==> config.mk <==
export PLATFORM = sky130hd
export DESIGN_NAME = orl_cell
export DESIGN_NICKNAME = d
export VERILOG_FILES = /design/src/orl_pkg.sv /design/src/orl_cell.sv
export SDC_FILE = /design/constraint.sdc
export NUM_CORES = 1
export LEC_CHECK = 0
export ABC_AREA = 1
export BUFFER_PORTS_ARGS = -buffer_cell sky130_fd_sc_hd__buf_4
export CAP_MARGIN = 20
export CORE_AREA = 3 3 190 192
export DETAILED_ROUTE_END_ITERATION = 10
export DIE_AREA = 0 0 193 195
export GPL_TIMING_DRIVEN = 0
export HOLD_SLACK_MARGIN = 0.05
export PLACE_DENSITY = 0.45
export SLEW_MARGIN = 30
export SYNTH_ARGS = -nofsm -noshare
export SYNTH_HDL_FRONTEND = slang
export SYNTH_SLANG_ARGS = --single-unit
export TNS_END_PERCENT = 1
==> constraint.sdc <==
create_clock -name i_clk -period 5.1 [get_ports i_clk]
set_input_delay 0.765 -clock i_clk [delete_from_list [all_inputs] [get_ports i_clk]]
set_output_delay 0.765 -clock i_clk [all_outputs]
set_load 0.03 [all_outputs]
==> src/orl_pkg.sv <==
package orl_pkg;

    localparam int REQ_TYPE_W = 3;
    localparam int POS_W      = 7;
    localparam int ID_W       = 32;
    localparam int COURSE_W   = 56;
    localparam int YEAR_W     = 8;
    localparam int STATUS_W   = 3;
    localparam int COUNT_W    = 7;

    // request codes
    localparam logic [REQ_TYPE_W-1:0] REQ_INS_POS    = 3'd0;
    localparam logic [REQ_TYPE_W-1:0] REQ_INS_END    = 3'd1;
    localparam logic [REQ_TYPE_W-1:0] REQ_INS_FRONT  = 3'd2;
    localparam logic [REQ_TYPE_W-1:0] REQ_DEL_ID     = 3'd3;
    localparam logic [REQ_TYPE_W-1:0] REQ_DEL_POS    = 3'd4;
    localparam logic [REQ_TYPE_W-1:0] REQ_DEL_COURSE = 3'd5;

    // status codes
    localparam logic [STATUS_W-1:0] ST_OK        = 3'd0;
    localparam logic [STATUS_W-1:0] ST_FULL      = 3'd1;
    localparam logic [STATUS_W-1:0] ST_BAD_POS   = 3'd2;
    localparam logic [STATUS_W-1:0] ST_NOT_FOUND = 3'd3;
    localparam logic [STATUS_W-1:0] ST_EMPTY     = 3'd4;

    typedef struct packed {
        logic signed [ID_W-1:0] id;
        logic [COURSE_W-1:0]    course;
        logic [YEAR_W-1:0]      year;
    } t_rec;

    typedef struct packed {
        logic [REQ_TYPE_W-1:0]  req_type;
        logic                   read_select;
        logic [POS_W-1:0]       position;
        logic signed [ID_W-1:0] student_id;
        logic [COURSE_W-1:0]    course_code;
        logic [YEAR_W-1:0]      year_level;
    } t_req;

    typedef struct packed {
        logic [STATUS_W-1:0]    status;
        logic [COUNT_W-1:0]     entry_count;
        logic [COUNT_W-1:0]     removed_count;
        logic signed [ID_W-1:0] read_id;
        logic [COURSE_W-1:0]    read_course;
        logic [YEAR_W-1:0]      read_year;
    } t_rsp;

    // broadcast to every cell
    typedef struct packed {
        logic ins;   // open a gap at the insert position and fill it
        logic rot;   // rotate the list by one toward the front
        logic keep;  // rotation puts the head record back at the tail
    } t_cell_ctl;

endpackage

==> src/orl_cell.sv <==
module orl_cell
    import orl_pkg::*;
#(
    parameter int IDX = 0,
    parameter int XW  = 7
) (
    input  logic           i_clk,
    input  t_cell_ctl      i_ctl,
    input  logic [XW-1:0]  i_pos,
    input  logic [XW-1:0]  i_len,
    input  t_rec           i_new,
    input  t_rec           i_head,
    input  t_rec           i_left,
    input  t_rec           i_right,
    output t_rec           o_rec
);

    localparam logic [XW-1:0] K  = XW'(IDX);
    localparam logic [XW-1:0] K1 = XW'(IDX + 1);

    t_rec r_rec;
    t_rec n_rec;

    always_comb begin
        n_rec = r_rec;
        if (i_ctl.ins) begin
            if (K == i_pos) begin
                n_rec = i_new;
            end else if ((K > i_pos) && (K <= i_len)) begin
                n_rec = i_left;
            end
        end else if (i_ctl.rot) begin
            if (K1 < i_len) begin
                n_rec = i_right;
            end else if ((K1 == i_len) && i_ctl.keep) begin
                // tail slot takes the record leaving the head
                n_rec = i_head;
            end
        end
    end

    always_ff @(posedge i_clk) begin
        r_rec <= n_rec;
    end

    assign o_rec = r_rec;

endmodule
Word-level counts from Yosys, hierarchy flattened
Cells that the tools add are included.
Storage, ports and cells
  flip-flop bits (word level): 96
  latch bits: 0
  bits in writable memories: 0
  bits in read-only memories: 0
  output and inout port bits: 96
  logic and storage cells: 20
  memories kept: 0
Cells by class
  add/subtract/negate cells: 0
  multipliers: 0
  divide/modulo/power cells: 0
  magnitude comparators: 3
  eq/ne operators: 2
  shift-type cells: 0
  multiplexer cells: 6
  bitwise operators: 0
  reduce and logical (&&, ||, !) cells: 6
Operators by type and width (count)
  96-bit 2-to-1 mux: 6
  1-bit by 7-bit == test with 1-bit output, first input constant: 1
  1-bit by 7-bit greater-than comparator with 1-bit output, first input constant: 1
  1-bit by 7-bit less-or-equal comparator with 1-bit output, first input constant: 1
  7-bit zero test: 1
  1-bit by 7-bit less-than comparator with 1-bit output, first input constant: 1
  3-bit by 1-bit != test with 1-bit output, second input constant: 1
  3-bit AND reduction: 1
  3-bit nonzero test: 1
  1-bit logical AND: 2
  2-bit nonzero test: 1

Depth between registers and ports, before layout
Gate-level depths: netlist of the first run.
  depth after elaboration: 6
  gate-level depth with buffers: 8

Worst setup path after synthesis of the first run
No wires, ideal clock.
  kind: input to register
  from: input port i_len[5]
  to: register r_rec (netlist bit o_rec[0]) (enable)
  arrival time: 3122 ps
  setup slack: 1078 ps
  cell stages on the path: 6
  path buffers: 2
  path through: nor2_2 buf_2 buf_2 nand4_1 nand3_1 nand2_1
On the way
  cells in the longest elaborated chain, start to end: 4
  elaborated cells between the ends (all ways): 8
  classes of those cells: order compare (2); eq/ne (2); reduce/logical (4)
RTL lines
  start: declaration: line orl_cell.sv:10  | input logic [XW-1:0] i_len,
  1-bit by 7-bit less-or-equal comparator with 1-bit output or 1-bit by 7-bit == test with 1-bit output (tied branches): line orl_cell.sv:29, orl_cell.sv:35
  1-bit logical AND, on equally long branches: line orl_cell.sv:29, orl_cell.sv:35
  3-bit by 1-bit != test with 1-bit output (no source line) or 3-bit nonzero test (tied branches)
  3-bit AND reduction (no source line) *
  end signal: assignment: line orl_cell.sv:43  | r_rec <= n_rec;
  end: declaration: line orl_cell.sv:21  | t_rec r_rec;
Every way passes the cells marked *; elsewhere a longest branch is shown, timed or not.
A chain may end at the register's enable or synchronous reset.

Worst setup path in the final report of the first run
  from: input port i_pos[5]
  to: register r_rec (netlist bit o_rec[53]) (enable)
On the way
  cells in the longest elaborated chain, start to end: 4
  elaborated cells between the ends (all ways): 5
  classes of those cells: order compare (1); eq/ne (1); reduce/logical (3)
RTL lines
  start: declaration: line orl_cell.sv:9  | input logic [XW-1:0] i_pos,
  1-bit by 7-bit greater-than comparator with 1-bit output: line orl_cell.sv:29  | end else if ((K > i_pos) && (K <= i_len)) begin
  1-bit logical AND: line orl_cell.sv:29
  3-bit by 1-bit != test with 1-bit output (no source line) *
  3-bit AND reduction (no source line) *
Marked as above.

==> PnR_summary.wiki, run 1 <==
{| class="wikitable"
! Metric !! Value
|-
| Total cell area at the placement stage || 0.01245 mm²
|-
| Maximum number of pins on one net before global-route repair || 40
|-
| Area of all placed cells without fillers || 0.01274 mm²
|-
| Core footprint || 0.03454 mm²
|-
| Global routing usage on met2 || 37.46%
|-
| GRT Total Usage || 21.31%
|-
| Syn avg cell area || 6.368 µm²
|-
| Setup ws final || 2134 ps
|-
| Global-route wire length before repair || 61090 µm
|-
| Setup TNS Final || 0 ps
|-
| Leak Pwr || 7.071 nW
|-
| Total count of hold-check failures in the final report || 0
|-
| GR met3 Demand/Resource || 6.427%
|-
| Leading post-synthesis cells by cell area || sky130_fd_sc_hd__edfxtp_1 (36%), sky130_fd_sc_hd__inv_1 (18%), sky130_fd_sc_hd__nand3_1 (18%), sky130_fd_sc_hd__nand2_1 (9.1%), sky130_fd_sc_hd__nand4_1 (7.5%)
|-
| Total routed wirelength || 41580 µm
|-
| Area overhead of the layout relative to synthesis || 56.99%
|-
| Final estimated routing congestion in global placement || 0.8814
|-
| Vias in the first global route || 10380
|-
| Overall power of the completed layout || 0.002484 W
|-
| Detailed-route wire length per cell || 18.53 µm
|-
| Antenna Nets Post-Route || 0
|-
| Placed insts || 2227
|-
| Post-cts sizing count || 0
|-
| Required time of the critical path || 5150 ps
|-
| GRT met1 Usage || 25.14%
|-
| Critical path endpoint || o_rec[53]
|-
| Number of cells in the finished layout apart from fillers || 2244
|-
| Slowest stage cell, crit path || sky130_fd_sc_hd__inv_2
|-
| Flip-flop and latch count after synthesis || 96
|-
| Cells along the critical path || buf_4, nor2_1, nand2_1, inv_2, buf_2, buf_2, nand3_1, nand2_4, buf_12
|-
| Top cell type by total area after synthesis || sky130_fd_sc_hd__edfxtp_1
|-
| Die Width || 193 µm
|-
| Crit-path max cell delay || 330 ps
|-
| P per Cell Area || 195.1 mW/mm²
|-
| Number of failing setup endpoints in the final timing report || 0
|-
| Max transition margin || 47.62%
|-
| Setup repair after global routing missed its margin || false
|-
| Vias after detailed routing || 10190
|-
| Max FFs per register || 96
|-
| Number of violations reported at the end of detailed-routing iteration 0 || 441
|-
| Total Nets Final || 2185
|-
| Net Count, Synth || 1676
|-
| Worst slack after detailed placement || 1661 ps
|-
| Yosys warns || 0
|-
| Post-route fraction of the period consumed by the critical path || 58.15%
|-
| Post-CTS Repair Setup Buffers || 0
|-
| Run status || complete, no violations
|-
| Portion of the post-synthesis area used by sequential elements || 35.53%
|-
| IO Count || 498
|-
| Die span in y || 195 µm
|-
| Number of core rows || 68
|-
| Clock Sink Count || 96
|-
| Syn Std Cell Area || 0.008113 mm²
|-
| Max Cap Viol || 0
|-
| Cell family with most CP delay || buffers and inverters
|-
| Launching element type of the critical path || input pin
|-
| Worst setup startpoint || i_pos[5]
|-
| CTS Root Buffer Type || sky130_fd_sc_hd__clkbuf_16
|-
| Clock buffer count from CTS || 9
|-
| CTS hold repair buffers || 0
|-
| Total Die Area || 0.03764 mm²
|-
| Portion of synthesized cell area occupied by the leading cell type || 35.53%
|-
| CTS H-tree depth || 3
|-
| Worst path buffer plus inverter count || 5
|-
| Post-route minimum period || 2966 ps
|-
| Arr. time, crit path || 3010 ps
|-
| CTS tree || done
|-
| DRC viols || 0
|-
| Top achievable clock speed || 0.3372 GHz
|-
| Register clock-pin slew on the reported worst setup and hold paths || 70 ps
|-
| Global routing's busiest layer || met2
|-
| Port Buffer Count || 496
|-
| Starting density of the core || 23.49%
|-
| Netlist cell types || 16
|-
| Ratio of routed vias to standard cells || 4.540
|-
| Crit. path cell count || 9
|-
| Number of filler cells placed in the layout || 3887
|-
| Peak VDD IR || 0.1463 mV
|-
| Cell seen most often among critical-path stages || sky130_fd_sc_hd__buf_2
|-
| Placed wire-length estimate after detailed placement || 33240 µm
|-
| Fraction of layout cells with a size suffix above 1 || 30.70%
|-
| Number of slew-limit violations in the final report || 0
|-
| Startpoint-to-endpoint class of the critical path || input pin to flip-flop
|-
| Remaining global-route overflow || 0
|-
| Largest buffer count on any clock path || 2
|-
| Number of antenna violations at the first check in global routing || 1
|-
| Worst Max-Slew Pin Slew || 784.8 ps
|-
| Critical Path Sink Type || flip-flop
|-
| Hold Crit Class || input pin to flip-flop
|-
| Pre-antenna DRT Iters || 5
|-
| Cell count after synthesis || 1274
|-
| CP Max Fanout || 37
|}
==> layout by cell type (no fill, tap or decap), drive strengths merged <==
| master | instances |
|---|---|
| buf | 540 |
| inv | 389 |
| nand3 | 291 |
| nand2 | 197 |
| nand4 | 97 |
| edfxtp | 96 |
| o21ai | 96 |
| clkbuf | 70 |
| nor2 | 7 |
| clkinv | 4 |
| diode | 1 |
| bufinv | 1 |
==> how the worst min path moves through the flow <==
| stage | start | to | slack [ps] | depth (start not counted) |
|---|---|---|---|---|
| 6_report | i_left[22] | o_rec[22] | 770 | 5 |
| 5_1_grt | i_right[63] | o_rec[63] | 790 | 5 |
| 4_1_cts | i_left[66] | o_rec[66] | 760 | 5 |
| 3_5_place_dp | i_left[22] | o_rec[22] | 1150 | 5 |
| 3_3_place_gp | i_left[20] | o_rec[20] | 1140 | 5 |
| 2_1_floorplan | i_left[0] | o_rec[0] | 1050 | 4 |
==> cells in the mapped netlist <==
cell type / n
sky130_fd_sc_hd__buf_6: 4
sky130_fd_sc_hd__buf_1: 11
sky130_fd_sc_hd__o21ai_1: 11
sky130_fd_sc_hd__o21ai_0: 85
sky130_fd_sc_hd__inv_1: 387
sky130_fd_sc_hd__nand3_2: 1
sky130_fd_sc_hd__nor2_2: 4
sky130_fd_sc_hd__clkbuf_1: 59
sky130_fd_sc_hd__edfxtp_1: 96
sky130_fd_sc_hd__nand2_1: 197
sky130_fd_sc_hd__buf_4: 1
sky130_fd_sc_hd__inv_2: 2
sky130_fd_sc_hd__nor2_1: 3
sky130_fd_sc_hd__buf_2: 26
sky130_fd_sc_hd__nand4_1: 97
sky130_fd_sc_hd__nand3_1: 290
==> metal layers <==
layer / routed length, µm / up-vias / part of all wire (%)
met2: 20400 / 433 / 49
met3: 4311 / 38 / 10
met1: 15960 / 4666 / 38
met4: 906 / 0 / 2.2
li1: - / 5051 / -
met5: 0 / - / 0
==> report_power, final <==
group	internal, W	switching (W)
clock	0.000377	0.000337
combinational	0.000361	0.000447
sequential	0.000944	0.0000182
total	0.00168	0.000802
==> final cells by class <==
type / count / area (µm²) / share of cell area, %
clock inverters: 5 / 47.55 / 0.3733
clock buffers: 11 / 232.7 / 1.827
plain buffers: 101 / 445.4 / 3.497
well taps: 455 / 569.3 / 4.470
multi-input cells: 688 / 3332 / 26.16
flip-flops and latches: 96 / 2883 / 22.63
diodes: 1 / 2.502 / 0.01965
repair buffers: 498 / 3764 / 29.55
inverters: 389 / 1460 / 11.46
==> kinds of logic after synthesis <==
group / count (synthesis) / synth area share, %
and+or+nand+nor: 592 / 35.06
buffers and inverters: 490 / 23.49
DFF: 96 / 35.53
AOI/OAI and AO/OA: 96 / 5.922
==> per-stage QoR <==
step | util [%] | hold slack, ps
final | 36.87 | 772.9
after global routing | 36.87 | 785.8
after CTS | 36.86 | 755.1
after detailed placement | 36.05 | 1148
after global placement | 35.91 | 1142
after floorplan | - | 1045
Note: power is estimated with default switching activity, not from simulation.
==> run 2: changes to the inputs <==
--- a/config.mk
+++ b/config.mk
@@ -13,7 +13,7 @@
 export DIE_AREA = 0 0 193 195
 export GPL_TIMING_DRIVEN = 0
 export HOLD_SLACK_MARGIN = 0.05
-export PLACE_DENSITY = 0.45
+export PLACE_DENSITY = 0.46
 export SLEW_MARGIN = 30
 export SYNTH_ARGS = -nofsm -noshare
 export SYNTH_HDL_FRONTEND = slang
==> constraint.sdc (replaced) <==
create_clock -name i_clk -period 2.4 [get_ports i_clk]
set_input_delay 0.36 -clock i_clk [delete_from_list [all_inputs] [get_ports i_clk]]
set_output_delay 0.36 -clock i_clk [all_outputs]
set_load 0.03 [all_outputs]
==> run 2 against run 1 <==
  * Via count increased by 0.78%
  * Core utilization increased by 0.21 points
  * Sequential share of layout area decreased by 0.13 points
  * Sequential power increased by 110%
  * Worst setup slack got worse by 2000 ps
  * Wire length increased by 1.5%
  * Clock-buffer cell count increased by 1
  * Design area increased by 0.56%
  * Combinational power increased by 120%
  * Critical path type unchanged
  * Critical endpoint is now o_rec[5]
  * Highest routed layer is now met5
==> PnR_summary.wiki, run 2 (synthesis gave the netlist of run 1 again) <==
{| class="wikitable"
! Metric !! Value
|-
| Hold Path Origin || i_left[1] (was i_left[22])
|-
| Crit-path max cell delay || 280 ps (was 330 ps)
|-
| Port Buffer Count || 496 (unchanged)
|-
| Max Cap Viol || 0 (unchanged)
|-
| WHS || 370.4 ps (was 772.9 ps)
|-
| Die Width || 193 µm (unchanged)
|-
| Number of failing setup endpoints in the final timing report || 0 (unchanged)
|-
| Slowest stage cell, crit path || sky130_fd_sc_hd__nand3_2 (was sky130_fd_sc_hd__inv_2)
|-
| Number of slew-limit violations in the final report || 0 (unchanged)
|-
| Routed wire length on met3 || 4203 µm (was 4311 µm)
|-
| DRC viols || 0 (unchanged)
|-
| Total count of hold-check failures in the final report || 0 (unchanged)
|-
| Total Die Area || 0.03764 mm² (unchanged)
|-
| Area overhead of the layout relative to synthesis || 57.87% (was 56.99%)
|-
| Leak Pwr || 7.077 nW (was 7.071 nW)
|-
| CTS H-tree depth || 3 (unchanged)
|-
| Launching element type of the critical path || input pin (unchanged)
|-
| Number of filler cells placed in the layout || 3850 (was 3887)
|-
| Ratio of routed vias to standard cells || 4.571 (was 4.540)
|-
| Starting density of the core || 23.49% (unchanged)
|-
| Fraction of layout cells with a size suffix above 1 || 31.01% (was 30.70%)
|-
| Final estimated routing congestion in global placement || 0.9247 (was 0.8814)
|-
| IO Count || 498 (unchanged)
|-
| Max transition margin || 60.99% (was 47.62%)
|-
| Detailed-route wire length per cell || 18.80 µm (was 18.53 µm)
|-
| Highest-count cells in the layout ignoring fill and taps || sky130_fd_sc_hd__buf_4 (499), sky130_fd_sc_hd__inv_1 (387), sky130_fd_sc_hd__nand3_1 (288), sky130_fd_sc_hd__nand2_1 (195), sky130_fd_sc_hd__nand4_1 (97) (was sky130_fd_sc_hd__buf_4 (497), sky130_fd_sc_hd__inv_1 (387), sky130_fd_sc_hd__nand3_1 (290), sky130_fd_sc_hd__nand2_1 (196), sky130_fd_sc_hd__nand4_1 (97))
|-
| Post-route minimum period || 2272 ps
|-
| Setup ws final || 127.8 ps (was 2134 ps)
|-
| Required time of the critical path || 2460 ps (was 5150 ps)
|-
| Pre-antenna DRT Iters || 5 (unchanged)
|-
| Largest buffer count on any clock path || 2 (unchanged)
|-
| Top achievable clock speed || 0.4401 GHz
|-
| Total routed wirelength || 42220 µm (was 41580 µm)
|-
| Number of core rows || 68 (unchanged)
|-
| Worst Max-Slew Pin Slew || 585.1 ps (was 784.8 ps)
|-
| Max FFs per register || 96 (unchanged)
|-
| Multi-input logic area || 0.003396 mm² (was 0.003332 mm²)
|-
| Vias after detailed routing || 10270 (was 10190)
|-
| Worst slack after detailed placement || -833.8 ps (was 1661 ps)
|-
| Number of violations reported at the end of detailed-routing iteration 0 || 388 (was 441)
|-
| Highest metal layer with signal wires || met5 (was met4)
|-
| GRT Total Usage || 21.04% (was 21.31%)
|-
| Cells along the critical path || buf_4, nor2_1, nand2_2, inv_4, buf_4, buf_2, nand3_2, nand2_8, clkbuf_16 (was buf_4, nor2_1, nand2_1, inv_2, buf_2, buf_2, nand3_1, nand2_4, buf_12)
|-
| Antenna Nets Post-Route || 0 (unchanged)
|-
| Critical Path Sink Type || flip-flop (unchanged)
|-
| P per Cell Area || 407.9 mW/mm² (was 195.1 mW/mm²)
|-
| Total Nets Final || 2187 (was 2185)
|-
| Hold path endpoint || o_rec[1] (was o_rec[22])
|-
| CP Max Fanout || 29 (was 37)
|-
| Cell seen most often among critical-path stages || sky130_fd_sc_hd__buf_4 (was sky130_fd_sc_hd__buf_2)
|-
| Clock buffer count from CTS || 9 (unchanged)
|-
| Die span in y || 195 µm (unchanged)
|-
| CTS Root Buffer Type || sky130_fd_sc_hd__clkbuf_16 (unchanged)
|-
| Placed insts || 2226 (was 2227)
|-
| Startpoint-to-endpoint class of the critical path || input pin to flip-flop (unchanged)
|-
| Hold Crit Class || input pin to flip-flop (unchanged)
|-
| Met1 layer wirelength in the final routing || 15960 µm (about the same)
|-
| Core footprint || 0.03454 mm² (unchanged)
|-
| Run status || complete, no violations (unchanged)
|-
| Cell depth of the worst min-delay path || 5 (unchanged)
|-
| CTS tree || done (unchanged)
|-
| CTS hold repair buffers || 0 (unchanged)
|-
| Clock Sink Count || 96 (unchanged)
|-
| Peak VDD IR || 0.3072 mV (was 0.1463 mV)
|-
| Remaining global-route overflow || 0 (unchanged)
|-
| Register clock-pin slew on the reported worst setup and hold paths || 80 ps (was 70 ps)
|-
| FF/Latch Area || 0.002883 mm² (unchanged)
|-
| Most frequent standard cell in the layout excluding fill and tap cells || sky130_fd_sc_hd__buf_4 (unchanged)
|-
| Number of antenna violations at the first check in global routing || 2 (was 1)
|-
| Setup repair after global routing missed its margin || false (unchanged)
|-
| Placed wire-length estimate after detailed placement || 33140 µm (was 33240 µm)
|-
| Sum of met2 wire segment lengths after detailed routing || 20830 µm (was 20400 µm)
|-
| Maximum number of pins on one net before global-route repair || 59 (was 40)
|-
| Arr. time, crit path || 2330 ps (was 3010 ps)
|-
| Post-route fraction of the period consumed by the critical path || 94.68%
|-
| Vias in the first global route || 10300 (was 10380)
|-
| Global-route wire length before repair || 59860 µm (was 61090 µm)
|-
| Number of cells in the finished layout apart from fillers || 2246 (was 2244)
|}
[run 2: changes by cell type in the layout (fill, tap and decap cells not counted), sizes merged]
cell / before / now
clkinvlp: 0 / 3
clkinv: 4 / 1
bufinv: 1 / 0
nand2: 197 / 199
clkbuf: 70 / 72
buf: 540 / 539
[run 2: worst max-delay path by stage]
stage | slack, ps | cells after the start | from | to
after floorplan | 150 | 7 | i_pos[5] | o_rec[0]
after global placement | -1210 | 8 | i_pos[5] | o_rec[37]
after detailed placement | -830 | 9 | i_pos[5] | o_rec[37]
after CTS | 20 | 9 | i_pos[5] | o_rec[44]
after global routing | 0.3 | 9 | i_pos[5] | o_rec[27]
final | 130 | 9 | i_pos[5] | o_rec[5]
[run 2: area by class of cell]
type / count / share of cell area, %
clock buffers: 12 / 1.846
inverters: 389 / 11.42
clock inverters: 4 / 0.2442
multi-input cells: 690 / 26.51
well taps: 455 / 4.445
diodes: 1 / 0.01954
plain buffers: 101 / 3.517
repair buffers: 498 / 29.48
flip-flops and latches: 96 / 22.51
[run 2: layer usage]
layer  global-route usage, %  vias up
met4                   7.635        4
met5                       0        -
met2                   37.72      472
li1                        -     5060
met3                   6.589       57
met1                   23.19     4674
[run 2: power by group]
part / internal, W / total (W) / switching, W
clock: 0.000710 / 0.00144 / 0.000727
combinational: 0.000775 / 0.00175 / 0.000973
sequential: 0.00200 / 0.00204 / 0.0000346
total: 0.00349 / 0.00522 / 0.00174
[run 2: timing repair]
item | in CTS | in global routing
pin swaps | 1 | 0
resized for setup | 10 | 0
setup endpoints to repair | 96 | 58
buffers inserted | 0 | 0
cloned | 2 | 1
[run 2: per-stage QoR]
step / setup TNS (ps) / instance area, µm² / util (%) / total power, W
detailed placement: -68380 / 12450 / 36.04 / 0.003819
CTS: 0 / 12780 / 37.00 / 0.005291
floorplan: 0 / 8120 / - / 0.002858
global route: 0 / 12800 / 37.07 / 0.005488
finish: 0 / 12810 / 37.08 / 0.005224
global placement: -116830 / 12410 / 35.94 / 0.003810
[run 2: worst max-delay path: cells and delay by family]
family,cells,cell delay (ps)
AND/OR/NAND/NOR,4,860
buffers and inverters,5,1080
